### src/hdl/html_tag_strip_text_stream_core_macros.svh
// Assertion macros for the HTML text stripper.
`ifndef HTML_TAG_STRIP_TEXT_STREAM_CORE_MACROS_SVH
`define HTML_TAG_STRIP_TEXT_STREAM_CORE_MACROS_SVH

// Same-cycle implication, checked out of reset.
`define HTSS_ASSERT_NOW(label, ante, cons) \
    label: assert property (@(posedge aclk) disable iff (!aresetn) (ante) |-> (cons)) \
        else $error("htss assertion failed");

// Next-cycle implication, checked out of reset.
`define HTSS_ASSERT_NEXT(label, ante, cons) \
    label: assert property (@(posedge aclk) disable iff (!aresetn) (ante) |=> (cons)) \
        else $error("htss assertion failed");

`endif

### src/hdl/htss_pkg.sv
// Types, constants and helper functions for the HTML text stripper.
`default_nettype none
package htss_pkg;

    localparam int TAG_NAME_MAX_DEF = 8;
    localparam int QUEUE_DEPTH_DEF  = 4;

    localparam logic [7:0] CHAR_LT       = 8'h3C;
    localparam logic [7:0] CHAR_GT       = 8'h3E;
    localparam logic [7:0] CHAR_SLASH    = 8'h2F;
    localparam logic [7:0] CHAR_SPACE    = 8'h20;
    localparam logic [7:0] CHAR_LBRACE   = 8'h7B;
    localparam logic [7:0] CHAR_LBRACKET = 8'h5B;
    localparam logic [7:0] CHAR_TAB      = 8'h09;
    localparam logic [7:0] CHAR_CR       = 8'h0D;

    // Hidden-mode tag names: first four enter, last four leave.
    localparam int WORD_COUNT = 8;
    localparam int WORD_MAX   = 7;
    localparam logic [8*WORD_MAX-1:0] WORD_TEXT [WORD_COUNT] = '{
        "script", "style", "SCRIPT", "STYLE",
        "/script", "/style", "/SCRIPT", "/STYLE"
    };
    localparam int WORD_LEN [WORD_COUNT] = '{6, 5, 6, 5, 7, 6, 7, 6};

    typedef struct packed {
        logic [7:0] doc_byte;
        logic       doc_last;
    } doc_in_t;

    typedef struct packed {
        logic [7:0] text_byte;
        logic       byte_valid;
        logic       doc_end;
        logic       run_last;
    } text_out_t;

    // Work handed from the classifier to the emitter.
    typedef struct packed {
        logic [7:0] text_byte;
        logic       emit_space;
        logic       emit_byte;
        logic       emit_end;
    } job_t;

    function automatic logic is_ws(input logic [7:0] c);
        return (c == CHAR_SPACE) || ((c >= CHAR_TAB) && (c <= CHAR_CR));
    endfunction

    // Character i of word w, zero past its end.
    function automatic logic [7:0] word_char(input int w, input int i);
        logic [7:0] ch;
        ch = 8'h00;
        if (i < WORD_LEN[w]) begin
            ch = WORD_TEXT[w][8*(WORD_LEN[w]-1-i) +: 8];
        end
        return ch;
    endfunction

endpackage
`default_nettype wire

### src/hdl/html_tag_strip_text_stream_core.sv
// HTML visible-text extractor: tag and hidden-block stripping, whitespace collapse.
// One document byte is taken per cycle. The classifier decides in the accept
// cycle what the byte produces and places that job in a QUEUE_DEPTH-entry
// queue; the emitter drives one output transfer per cycle while m_ready is high,
// so a byte that yields a space plus a character, or a character plus the end
// marker, takes two output transfers, and a last byte with a pending space,
// text and end marker takes three. Bytes that yield nothing place no job in
// the queue. A byte's job passes through the queue slot and then the emitter's
// current-job register before its first result can be taken. Input stalls only
// when the queue fills because the output side is slower or stalled.
`default_nettype none
`include "html_tag_strip_text_stream_core_macros.svh"
module html_tag_strip_text_stream_core
    import htss_pkg::*;
#(
    parameter int TAG_NAME_MAX = TAG_NAME_MAX_DEF,
    parameter int QUEUE_DEPTH  = QUEUE_DEPTH_DEF
) (
    input  wire logic    aclk,
    input  wire logic    aresetn,
    input  wire logic    s_valid,
    output logic         s_ready,
    input  wire doc_in_t s_data,
    output logic         m_valid,
    input  wire logic    m_ready,
    output text_out_t    m_data
);

    logic q_full;
    logic q_push;
    job_t q_push_job;
    logic q_head_valid;
    job_t q_head_job;
    logic q_pop;

    htss_front #(
        .TAG_NAME_MAX(TAG_NAME_MAX)
    ) u_front (
        .aclk    (aclk),
        .aresetn (aresetn),
        .s_valid (s_valid),
        .s_ready (s_ready),
        .s_data  (s_data),
        .q_full  (q_full),
        .q_push  (q_push),
        .q_job   (q_push_job)
    );

    htss_queue #(
        .DEPTH(QUEUE_DEPTH)
    ) u_queue (
        .aclk       (aclk),
        .aresetn    (aresetn),
        .push       (q_push),
        .push_job   (q_push_job),
        .full       (q_full),
        .head_valid (q_head_valid),
        .head_job   (q_head_job),
        .pop        (q_pop)
    );

    htss_back u_back (
        .aclk    (aclk),
        .aresetn (aresetn),
        .q_valid (q_head_valid),
        .q_job   (q_head_job),
        .q_pop   (q_pop),
        .m_valid (m_valid),
        .m_ready (m_ready),
        .m_data  (m_data)
    );

    `HTSS_ASSERT_NOW(a_no_push_when_full, q_push, !q_full)
    `HTSS_ASSERT_NOW(a_end_marker_shape, m_valid && m_data.doc_end, !m_data.byte_valid && m_data.run_last)
    `HTSS_ASSERT_NOW(a_nonbyte_is_end, m_valid && !m_data.byte_valid, m_data.doc_end)
    `HTSS_ASSERT_NEXT(a_space_then_byte, m_valid && m_ready && m_data.byte_valid && !m_data.run_last && m_data.text_byte == CHAR_SPACE, m_valid)

endmodule
`default_nettype wire

### src/hdl/htss_front.sv
// Classifier: tracks tag, hidden and whitespace state and issues emit jobs.
`default_nettype none
module htss_front
    import htss_pkg::*;
#(
    parameter int TAG_NAME_MAX = TAG_NAME_MAX_DEF
) (
    input  wire logic    aclk,
    input  wire logic    aresetn,
    input  wire logic    s_valid,
    output logic         s_ready,
    input  wire doc_in_t s_data,
    input  wire logic    q_full,
    output logic         q_push,
    output job_t         q_job
);

    localparam int LEN_W = $clog2(TAG_NAME_MAX + 1);

    logic             inside_tag_reg,    inside_tag_next;
    logic             hidden_reg,        hidden_next;
    logic [7:0]       name_chars_reg [TAG_NAME_MAX];
    logic [7:0]       name_chars_next [TAG_NAME_MAX];
    logic [LEN_W-1:0] name_len_reg,      name_len_next;
    logic             name_ovf_reg,      name_ovf_next;
    logic             name_done_reg,     name_done_next;
    logic             space_pend_reg,    space_pend_next;
    logic             text_started_reg,  text_started_next;
    logic             first_seen_reg,    first_seen_next;
    logic             json_reg,          json_next;

    logic [WORD_COUNT-1:0] word_hit;
    logic                  enter_hit;
    logic                  leave_hit;
    logic                  fire;
    logic [7:0]            c;
    logic                  c_ws;
    logic                  visible;
    logic                  append;
    logic                  json_now;

    assign s_ready = !q_full;
    assign fire    = s_valid && s_ready;
    assign c       = s_data.doc_byte;
    assign c_ws    = is_ws(c);

    always_comb begin
        for (int w = 0; w < WORD_COUNT; w++) begin
            word_hit[w] = !name_ovf_reg && (name_len_reg == LEN_W'(WORD_LEN[w]));
            for (int i = 0; i < WORD_MAX; i++) begin
                if (name_chars_reg[i] != word_char(w, i)) begin
                    word_hit[w] = 1'b0;
                end
            end
        end
    end

    assign enter_hit = |word_hit[3:0];
    assign leave_hit = |word_hit[7:4];

    always_comb begin
        inside_tag_next   = inside_tag_reg;
        hidden_next       = hidden_reg;
        name_chars_next   = name_chars_reg;
        name_len_next     = name_len_reg;
        name_ovf_next     = name_ovf_reg;
        name_done_next    = name_done_reg;
        space_pend_next   = space_pend_reg;
        text_started_next = text_started_reg;
        first_seen_next   = first_seen_reg;
        json_next         = json_reg;
        visible           = 1'b0;
        append            = 1'b0;

        if (!first_seen_reg && !c_ws) begin
            first_seen_next = 1'b1;
            json_next       = (c == CHAR_LBRACE) || (c == CHAR_LBRACKET);
        end
        // document kind for this byte, before any end-of-document clear
        json_now = json_next;

        if (c == CHAR_LT) begin
            inside_tag_next = 1'b1;
            name_len_next   = '0;
            name_ovf_next   = 1'b0;
            name_done_next  = 1'b0;
            for (int i = 0; i < TAG_NAME_MAX; i++) begin
                name_chars_next[i] = 8'h00;
            end
        end else if (c == CHAR_GT) begin
            inside_tag_next = 1'b0;
            if (enter_hit) begin
                hidden_next = 1'b1;
            end else if (leave_hit) begin
                hidden_next = 1'b0;
            end
            name_len_next = '0;
            name_ovf_next = 1'b0;
            for (int i = 0; i < TAG_NAME_MAX; i++) begin
                name_chars_next[i] = 8'h00;
            end
        end else if (inside_tag_reg) begin
            if (!name_done_reg) begin
                if (c_ws) begin
                    name_done_next = 1'b1;
                end else if (c == CHAR_SLASH && name_len_reg != '0) begin
                    name_done_next = 1'b1;
                end else begin
                    append = 1'b1;
                end
            end
        end else if (!hidden_reg) begin
            if (c_ws) begin
                if (text_started_reg) begin
                    space_pend_next = 1'b1;
                end
            end else begin
                visible           = 1'b1;
                space_pend_next   = 1'b0;
                text_started_next = 1'b1;
            end
        end

        if (append) begin
            if (name_len_reg < LEN_W'(TAG_NAME_MAX)) begin
                for (int i = 0; i < TAG_NAME_MAX; i++) begin
                    if (name_len_reg == LEN_W'(i)) begin
                        name_chars_next[i] = c;
                    end
                end
                name_len_next = name_len_reg + LEN_W'(1);
            end else begin
                name_ovf_next = 1'b1;
            end
        end

        if (s_data.doc_last) begin
            inside_tag_next   = 1'b0;
            hidden_next       = 1'b0;
            name_len_next     = '0;
            name_ovf_next     = 1'b0;
            name_done_next    = 1'b0;
            space_pend_next   = 1'b0;
            text_started_next = 1'b0;
            first_seen_next   = 1'b0;
            json_next         = 1'b0;
            for (int i = 0; i < TAG_NAME_MAX; i++) begin
                name_chars_next[i] = 8'h00;
            end
        end
    end

    always_comb begin
        q_job.text_byte  = c;
        q_job.emit_byte  = visible && !json_now;
        q_job.emit_space = visible && !json_now && space_pend_reg;
        q_job.emit_end   = s_data.doc_last;
        q_push = fire && (q_job.emit_byte || q_job.emit_end);
    end

    always_ff @(posedge aclk) begin
        if (!aresetn) begin
            inside_tag_reg   <= 1'b0;
            hidden_reg       <= 1'b0;
            name_len_reg     <= '0;
            name_ovf_reg     <= 1'b0;
            name_done_reg    <= 1'b0;
            space_pend_reg   <= 1'b0;
            text_started_reg <= 1'b0;
            first_seen_reg   <= 1'b0;
            json_reg         <= 1'b0;
            for (int i = 0; i < TAG_NAME_MAX; i++) begin
                name_chars_reg[i] <= 8'h00;
            end
        end else if (fire) begin
            inside_tag_reg   <= inside_tag_next;
            hidden_reg       <= hidden_next;
            name_len_reg     <= name_len_next;
            name_ovf_reg     <= name_ovf_next;
            name_done_reg    <= name_done_next;
            space_pend_reg   <= space_pend_next;
            text_started_reg <= text_started_next;
            first_seen_reg   <= first_seen_next;
            json_reg         <= json_next;
            name_chars_reg   <= name_chars_next;
        end
    end

endmodule
`default_nettype wire

### src/hdl/htss_queue.sv
// Small job queue between the classifier and the emitter.
`default_nettype none
module htss_queue
    import htss_pkg::*;
#(
    parameter int DEPTH = QUEUE_DEPTH_DEF
) (
    input  wire logic aclk,
    input  wire logic aresetn,
    input  wire logic push,
    input  wire job_t push_job,
    output logic      full,
    output logic      head_valid,
    output job_t      head_job,
    input  wire logic pop
);

    localparam int PTR_W = (DEPTH > 1) ? $clog2(DEPTH) : 1;
    localparam int CNT_W = $clog2(DEPTH + 1);

    job_t             slot_reg [DEPTH];
    logic [PTR_W-1:0] wr_ptr_reg, wr_ptr_next;
    logic [PTR_W-1:0] rd_ptr_reg, rd_ptr_next;
    logic [CNT_W-1:0] count_reg,  count_next;
    logic             do_push;
    logic             do_pop;

    assign full       = (count_reg == CNT_W'(DEPTH));
    assign head_valid = (count_reg != '0);
    assign head_job   = slot_reg[rd_ptr_reg];
    assign do_push    = push && !full;
    assign do_pop     = pop && head_valid;

    always_comb begin
        wr_ptr_next = wr_ptr_reg;
        rd_ptr_next = rd_ptr_reg;
        count_next  = count_reg;
        if (do_push) begin
            wr_ptr_next = (wr_ptr_reg == PTR_W'(DEPTH - 1)) ? '0 : wr_ptr_reg + PTR_W'(1);
        end
        if (do_pop) begin
            rd_ptr_next = (rd_ptr_reg == PTR_W'(DEPTH - 1)) ? '0 : rd_ptr_reg + PTR_W'(1);
        end
        if (do_push && !do_pop) begin
            count_next = count_reg + CNT_W'(1);
        end else if (do_pop && !do_push) begin
            count_next = count_reg - CNT_W'(1);
        end
    end

    always_ff @(posedge aclk) begin
        if (do_push) begin
            slot_reg[wr_ptr_reg] <= push_job;
        end
    end

    always_ff @(posedge aclk) begin
        if (!aresetn) begin
            wr_ptr_reg <= '0;
            rd_ptr_reg <= '0;
            count_reg  <= '0;
        end else begin
            wr_ptr_reg <= wr_ptr_next;
            rd_ptr_reg <= rd_ptr_next;
            count_reg  <= count_next;
        end
    end

endmodule
`default_nettype wire

### src/hdl/htss_back.sv
// Emitter: turns each job into its space, text and end-marker transfers.
`default_nettype none
module htss_back
    import htss_pkg::*;
(
    input  wire logic aclk,
    input  wire logic aresetn,
    input  wire logic q_valid,
    input  wire job_t q_job,
    output logic      q_pop,
    output logic      m_valid,
    input  wire logic m_ready,
    output text_out_t m_data
);

    job_t cur_reg,       cur_next;
    logic cur_valid_reg, cur_valid_next;
    job_t rem;
    logic take;
    logic done;
    logic load;

    assign m_valid = cur_valid_reg;
    assign take    = cur_valid_reg && m_ready;

    always_comb begin
        rem = cur_reg;
        if (cur_reg.emit_space) begin
            rem.emit_space = 1'b0;
            m_data.text_byte  = CHAR_SPACE;
            m_data.byte_valid = 1'b1;
            m_data.doc_end    = 1'b0;
        end else if (cur_reg.emit_byte) begin
            rem.emit_byte = 1'b0;
            m_data.text_byte  = cur_reg.text_byte;
            m_data.byte_valid = 1'b1;
            m_data.doc_end    = 1'b0;
        end else begin
            rem.emit_end = 1'b0;
            m_data.text_byte  = 8'h00;
            m_data.byte_valid = 1'b0;
            m_data.doc_end    = 1'b1;
        end
        done = !(rem.emit_space || rem.emit_byte || rem.emit_end);
        m_data.run_last = done;
    end

    always_comb begin
        load           = !cur_valid_reg || (take && done);
        q_pop          = load && q_valid;
        cur_next       = cur_reg;
        cur_valid_next = cur_valid_reg;
        if (load) begin
            cur_next       = q_job;
            cur_valid_next = q_valid;
        end else if (take) begin
            cur_next = rem;
        end
    end

    always_ff @(posedge aclk) begin
        cur_reg <= cur_next;
    end

    always_ff @(posedge aclk) begin
        if (!aresetn) begin
            cur_valid_reg <= 1'b0;
        end else begin
            cur_valid_reg <= cur_valid_next;
        end
    end

endmodule
`default_nettype wire
### config.mk
export PLATFORM = sky130hd
export DESIGN_NAME = html_tag_strip_text_stream_core
export DESIGN_NICKNAME = d
export VERILOG_FILES = /design/src/hdl/htss_pkg.sv /design/src/hdl/html_tag_strip_text_stream_core.sv /design/src/hdl/htss_front.sv /design/src/hdl/htss_queue.sv /design/src/hdl/htss_back.sv
export VERILOG_INCLUDE_DIRS = /design/src /design/src/hdl
export SDC_FILE = /design/constraint.sdc
export NUM_CORES = 1
export LEC_CHECK = 0
export ABC_AREA = 1
export BUFFER_PORTS_ARGS = -buffer_cell sky130_fd_sc_hd__buf_2
export CAP_MARGIN = 20
export CORE_ASPECT_RATIO = 0.6
export CORE_UTILIZATION = 45
export CTS_BUF_LIST = sky130_fd_sc_hd__clkbuf_8
export DETAILED_ROUTE_END_ITERATION = 6
export PLACE_DENSITY = 0.68
export SYNTH_ARGS = -nofsm -noshare
export SYNTH_HDL_FRONTEND = slang
export SYNTH_SLANG_ARGS = --single-unit
### constraint.sdc
create_clock -name aclk -period 3.65 [get_ports aclk]
set_input_delay 0.73 -clock aclk [delete_from_list [all_inputs] [get_ports aclk]]
set_output_delay 0.73 -clock aclk [all_outputs]
set_load 0.02 [all_outputs]
==> Flow_metrics.wiki <==
{| class="wikitable"
! Metric !! Value
|-
| Detailed-route wire length per cell || 16.3 um
|-
| Proportion of netlist area held by the largest area contributor || 22.9%
|-
| CTS Root Cell || sky130_fd_sc_hd__clkbuf_8
|-
| Boundary pin count || 26
|-
| Endpoint required time on the critical path || 4030 ps
|-
| Std-Cell Core Area || 0.0155 mm2
|-
| Cells after synthesis || 1,011
|-
| Clk sinks || 133
|-
| Minimum clock period || 2800 ps
|-
| Die Span Y || 100 um
|-
| Post-cts resize count || 0
|-
| Count of nets after finishing || 1,056
|-
| Total number of yosys warnings || 0
|-
| Leak pwr || 3.18 nW
|-
| Layout area overhead || 11.0%
|-
| Delay-heaviest family, CP || simple AND/OR/NAND/NOR gates
|-
| Setup bufs post-CTS || 0
|-
| Number of hold violations in the final report || 0
|-
| Main flop type after synthesis || sky130_fd_sc_hd__dfxtp_1
|-
| Slowest cell on the critical path || sky130_fd_sc_hd__fa_1
|-
| H-tree depth || 4
|-
| Number of flops mapped to enable cells by yosys || 55
|-
| Fmax || 357 MHz
|-
| Via count of the first global-routing pass || 5,866
|-
| Violations in the final reports || design-rule violations
|-
| Worst supply voltage drop on vdd || 0.000338 V
|-
| Largest net degree at the start of global routing || 63
|-
| Clock-pin slew on the worst setup and hold paths || 80 ps
|-
| Worst Setup Start Kind || input pin
|-
| Net count of the mapped netlist || 1,035
|-
| Fin. max-slew vios || 0
|-
| Maximum buffer depth of the clock tree || 2
|-
| Worst clock skew || 16.2 ps
|-
| Per-instance average area after synthesis || 7.13 um2
|-
| Fill cell total of the finished layout || 1,521
|-
| Setup tns final || 0 ps
|-
| Number of buffers and inverters on the critical path || 3
|-
| Post-route clock period utilization || 76.8%
|-
| Met2 track utilization from global routing || 31.5%
|-
| GR Overflow Total || 0
|-
| Number of antenna diodes || 0
|-
| Effective utilization at floorplan || 46.5%
|-
| Initial detailed-routing violation count || 976
|-
| Total global-route track usage || 25.9%
|-
| Area leader, netlist || sky130_fd_sc_hd__edfxtp_1
|-
| Global-route wire length before repair || 32,300 um
|-
| Most heavily used metal layer in global routing || met1
|-
| CTS tree || yes
|-
| Largest register FFs || 56
|-
| Max-cap check violation count || 0
|-
| PortBufs || 25
|-
| Detail Route Antenna Nets || 0
|-
| Die width || 165 um
|-
| Count of standard-cell rows || 35
|-
| Number of buffers inserted for hold repair after clock tree synthesis || 0
|-
| Initial antenna violation count || 0
|-
| Total half-perimeter wirelength after legalization and detailed placement || 14,300 um
|-
| Ratio of cells with drive above 1 in the final layout || 10.6%
|-
| Post-detailed-route DRC marker count || 4
|-
| Max incr delay on CP || 430 ps
|-
| Worst-path cell chain || buf_2, inv_2, nand2_1, nor2_1, nand3_1, nand2_4, o21bai_1, nand2_1, nand3_1, nand2_2, ha_1, inv_1, fa_1, nor2_1, nor2_1, nand2_1, o21ai_0, a21oi_1
|-
| Final setup violation count || 0
|-
| Number of unique standard cell types used by synthesis || 40
|-
| Post-synthesis sequential area ratio || 44.6%
|-
| Worst setup slack after placement || 464 ps
|-
| Post-synthesis async set-or-reset flop share || 0%
|-
| Power density of the placed cells || 538 mW/mm2
|-
| Number of synthesized register bits || 133
|-
| Top fanout value on the critical path || 9
|-
| Run status || finished, violations left
|-
| Total number of vias || 6,760
|-
| Post-synth design cell area || 0.00720 mm2
|-
| Class of the most critical setup path || in2reg
|-
| Global placer's final weighted congestion || 0.966
|-
| Routed Wire Length || 20,300 um
|-
| GR Layer Usage met3 || 6.12%
|-
| Slew @ Worst Pin || 799 ps
|-
| Setup repair after global routing missed its margin || no
|-
| DR vias/cell || 5.42
|-
| Hold crit path type || reg2reg
|-
| Worst setup EP type || flop
|-
| GR Util met1 || 43.4%
|-
| Skew-Pair Late Insertion Delay || 450 ps
|-
| Data arrival time of the critical path || 3180 ps
|-
| TritonCTS buffer count || 17
|-
| Area enclosed by the die boundary || 0.0165 mm2
|-
| Main area contributors after synthesis || sky130_fd_sc_hd__edfxtp_1 23%, sky130_fd_sc_hd__dfxtp_1 22%, sky130_fd_sc_hd__nand2_1 17%
|-
| DRT Pass-1 Iters || 7
|-
| Headroom to the max-slew limit || 46.6%
|-
| Least setup slack across all paths after layout || 847 ps
|}
-- kinds of logic (layout without fill, tap and decap cells) --
logic type	after synthesis	after routing	share of synthesized area (%)
adders and majority gates	11	11	2.01
DFF	133	133	44.6
buffers and inverters	134	168	7.40
and+or+nand+nor	610	610	37.1
AOI/OAI and AO/OA	123	123	8.84
-- synthesized netlist by cell type (3+ instances only) --
cell type and instances:
sky130_fd_sc_hd__nand2_1 332, sky130_fd_sc_hd__nor2_1 129, sky130_fd_sc_hd__nand3_1 94, sky130_fd_sc_hd__a21oi_1 82
sky130_fd_sc_hd__inv_1 79, sky130_fd_sc_hd__dfxtp_1 78, sky130_fd_sc_hd__edfxtp_1 55, sky130_fd_sc_hd__o21ai_0 30
sky130_fd_sc_hd__clkbuf_1 27, sky130_fd_sc_hd__nor3_1 19, sky130_fd_sc_hd__inv_2 11, sky130_fd_sc_hd__ha_1 10
sky130_fd_sc_hd__buf_2 8, sky130_fd_sc_hd__clkinv_2 7, sky130_fd_sc_hd__nand4_4 7, sky130_fd_sc_hd__nand4_1 5
sky130_fd_sc_hd__nand2_2 4, sky130_fd_sc_hd__nor2_2 4, sky130_fd_sc_hd__nand3b_1 3, sky130_fd_sc_hd__nor4_1 3
-- worst paths after layout --
path,start,end,slack (ps),cells past startpoint
worst min register to register,u_front.space_pend_reg,u_front.space_pend_reg,460,2
worst max-delay path,s_data[5],u_queue.count_reg[2],850,18
worst min-delay path,u_front.space_pend_reg,u_front.space_pend_reg,460,2
worst max register to register,u_back.cur_reg[2],u_queue.count_reg[2],890,16
-- per-layer routing --
metal | up-vias | share of wire [%]
li1 | 3315 | -
met1 | 3048 | 52
met2 | 374 | 35
met3 | 23 | 11
met4 | 0 | 1.0
met5 | - | 0
-- worst min-delay path: stages (launching register included) --
cell and delay (ps):
sky130_fd_sc_hd__dfxtp_1 310, sky130_fd_sc_hd__nand2_1 60, sky130_fd_sc_hd__a21oi_1 50
-- stage by stage --
step	cell area [um2]	hold WS [ps]	util [%]	total power, mW	std cells
3_3_place_gp	7560	448	48.7	2.91	1216
3_5_place_dp	7560	453	48.7	2.92	1216
5_1_grt	8000	481	51.6	4.52	1248
2_1_floorplan	7200	434	-	2.60	1011
4_1_cts	8000	465	51.6	4.30	1248
6_report	8000	463	51.6	4.30	1248
-- placed cells by master (no fill, tap or decap), types with 3 or more instances in the layout --
| master | synthesis | routed |
|---|---|---|
| sky130_fd_sc_hd__a21oi_1 | 82 | 82 |
| sky130_fd_sc_hd__buf_2 | 8 | 25 |
| sky130_fd_sc_hd__buf_4 | 1 | 13 |
| sky130_fd_sc_hd__bufinv_16 | 0 | 4 |
| sky130_fd_sc_hd__clkbuf_8 | 0 | 19 |
| sky130_fd_sc_hd__clkinv_2 | 7 | 7 |
| sky130_fd_sc_hd__clkinv_4 | 0 | 3 |
| sky130_fd_sc_hd__dfxtp_1 | 78 | 78 |
| sky130_fd_sc_hd__edfxtp_1 | 55 | 55 |
| sky130_fd_sc_hd__ha_1 | 10 | 10 |
| sky130_fd_sc_hd__inv_1 | 79 | 80 |
| sky130_fd_sc_hd__inv_2 | 11 | 12 |
| sky130_fd_sc_hd__nand2_1 | 332 | 331 |
| sky130_fd_sc_hd__nand2_2 | 4 | 5 |
| sky130_fd_sc_hd__nand3_1 | 94 | 93 |
| sky130_fd_sc_hd__nand3b_1 | 3 | 3 |
| sky130_fd_sc_hd__nand4_1 | 5 | 5 |
| sky130_fd_sc_hd__nand4_4 | 7 | 7 |
| sky130_fd_sc_hd__nor2_1 | 129 | 128 |
| sky130_fd_sc_hd__nor2_2 | 4 | 4 |
| sky130_fd_sc_hd__nor3_1 | 19 | 19 |
| sky130_fd_sc_hd__nor4_1 | 3 | 3 |
| sky130_fd_sc_hd__o21ai_0 | 30 | 30 |
-- power breakdown --
group          total (mW)  switching, mW  internal [mW]  leakage [nW]
Sequential           1.88         0.0974           1.78          1.15
Combinational        1.03          0.724          0.302          1.81
Clock                1.40          0.617          0.779         0.223
-- area by class of cell --
type                    count  area [um2]  area share (%)
multi-input cells         744        3470            43.4
flip-flops and latches    133        3210            40.2
inverters                  97         373            4.66
clock buffers              19         262            3.27
well taps                 203         254            3.18
repair buffers             39         243            3.03
clock inverters            13         181            2.27
Note: power is estimated with default switching activity, not from simulation.
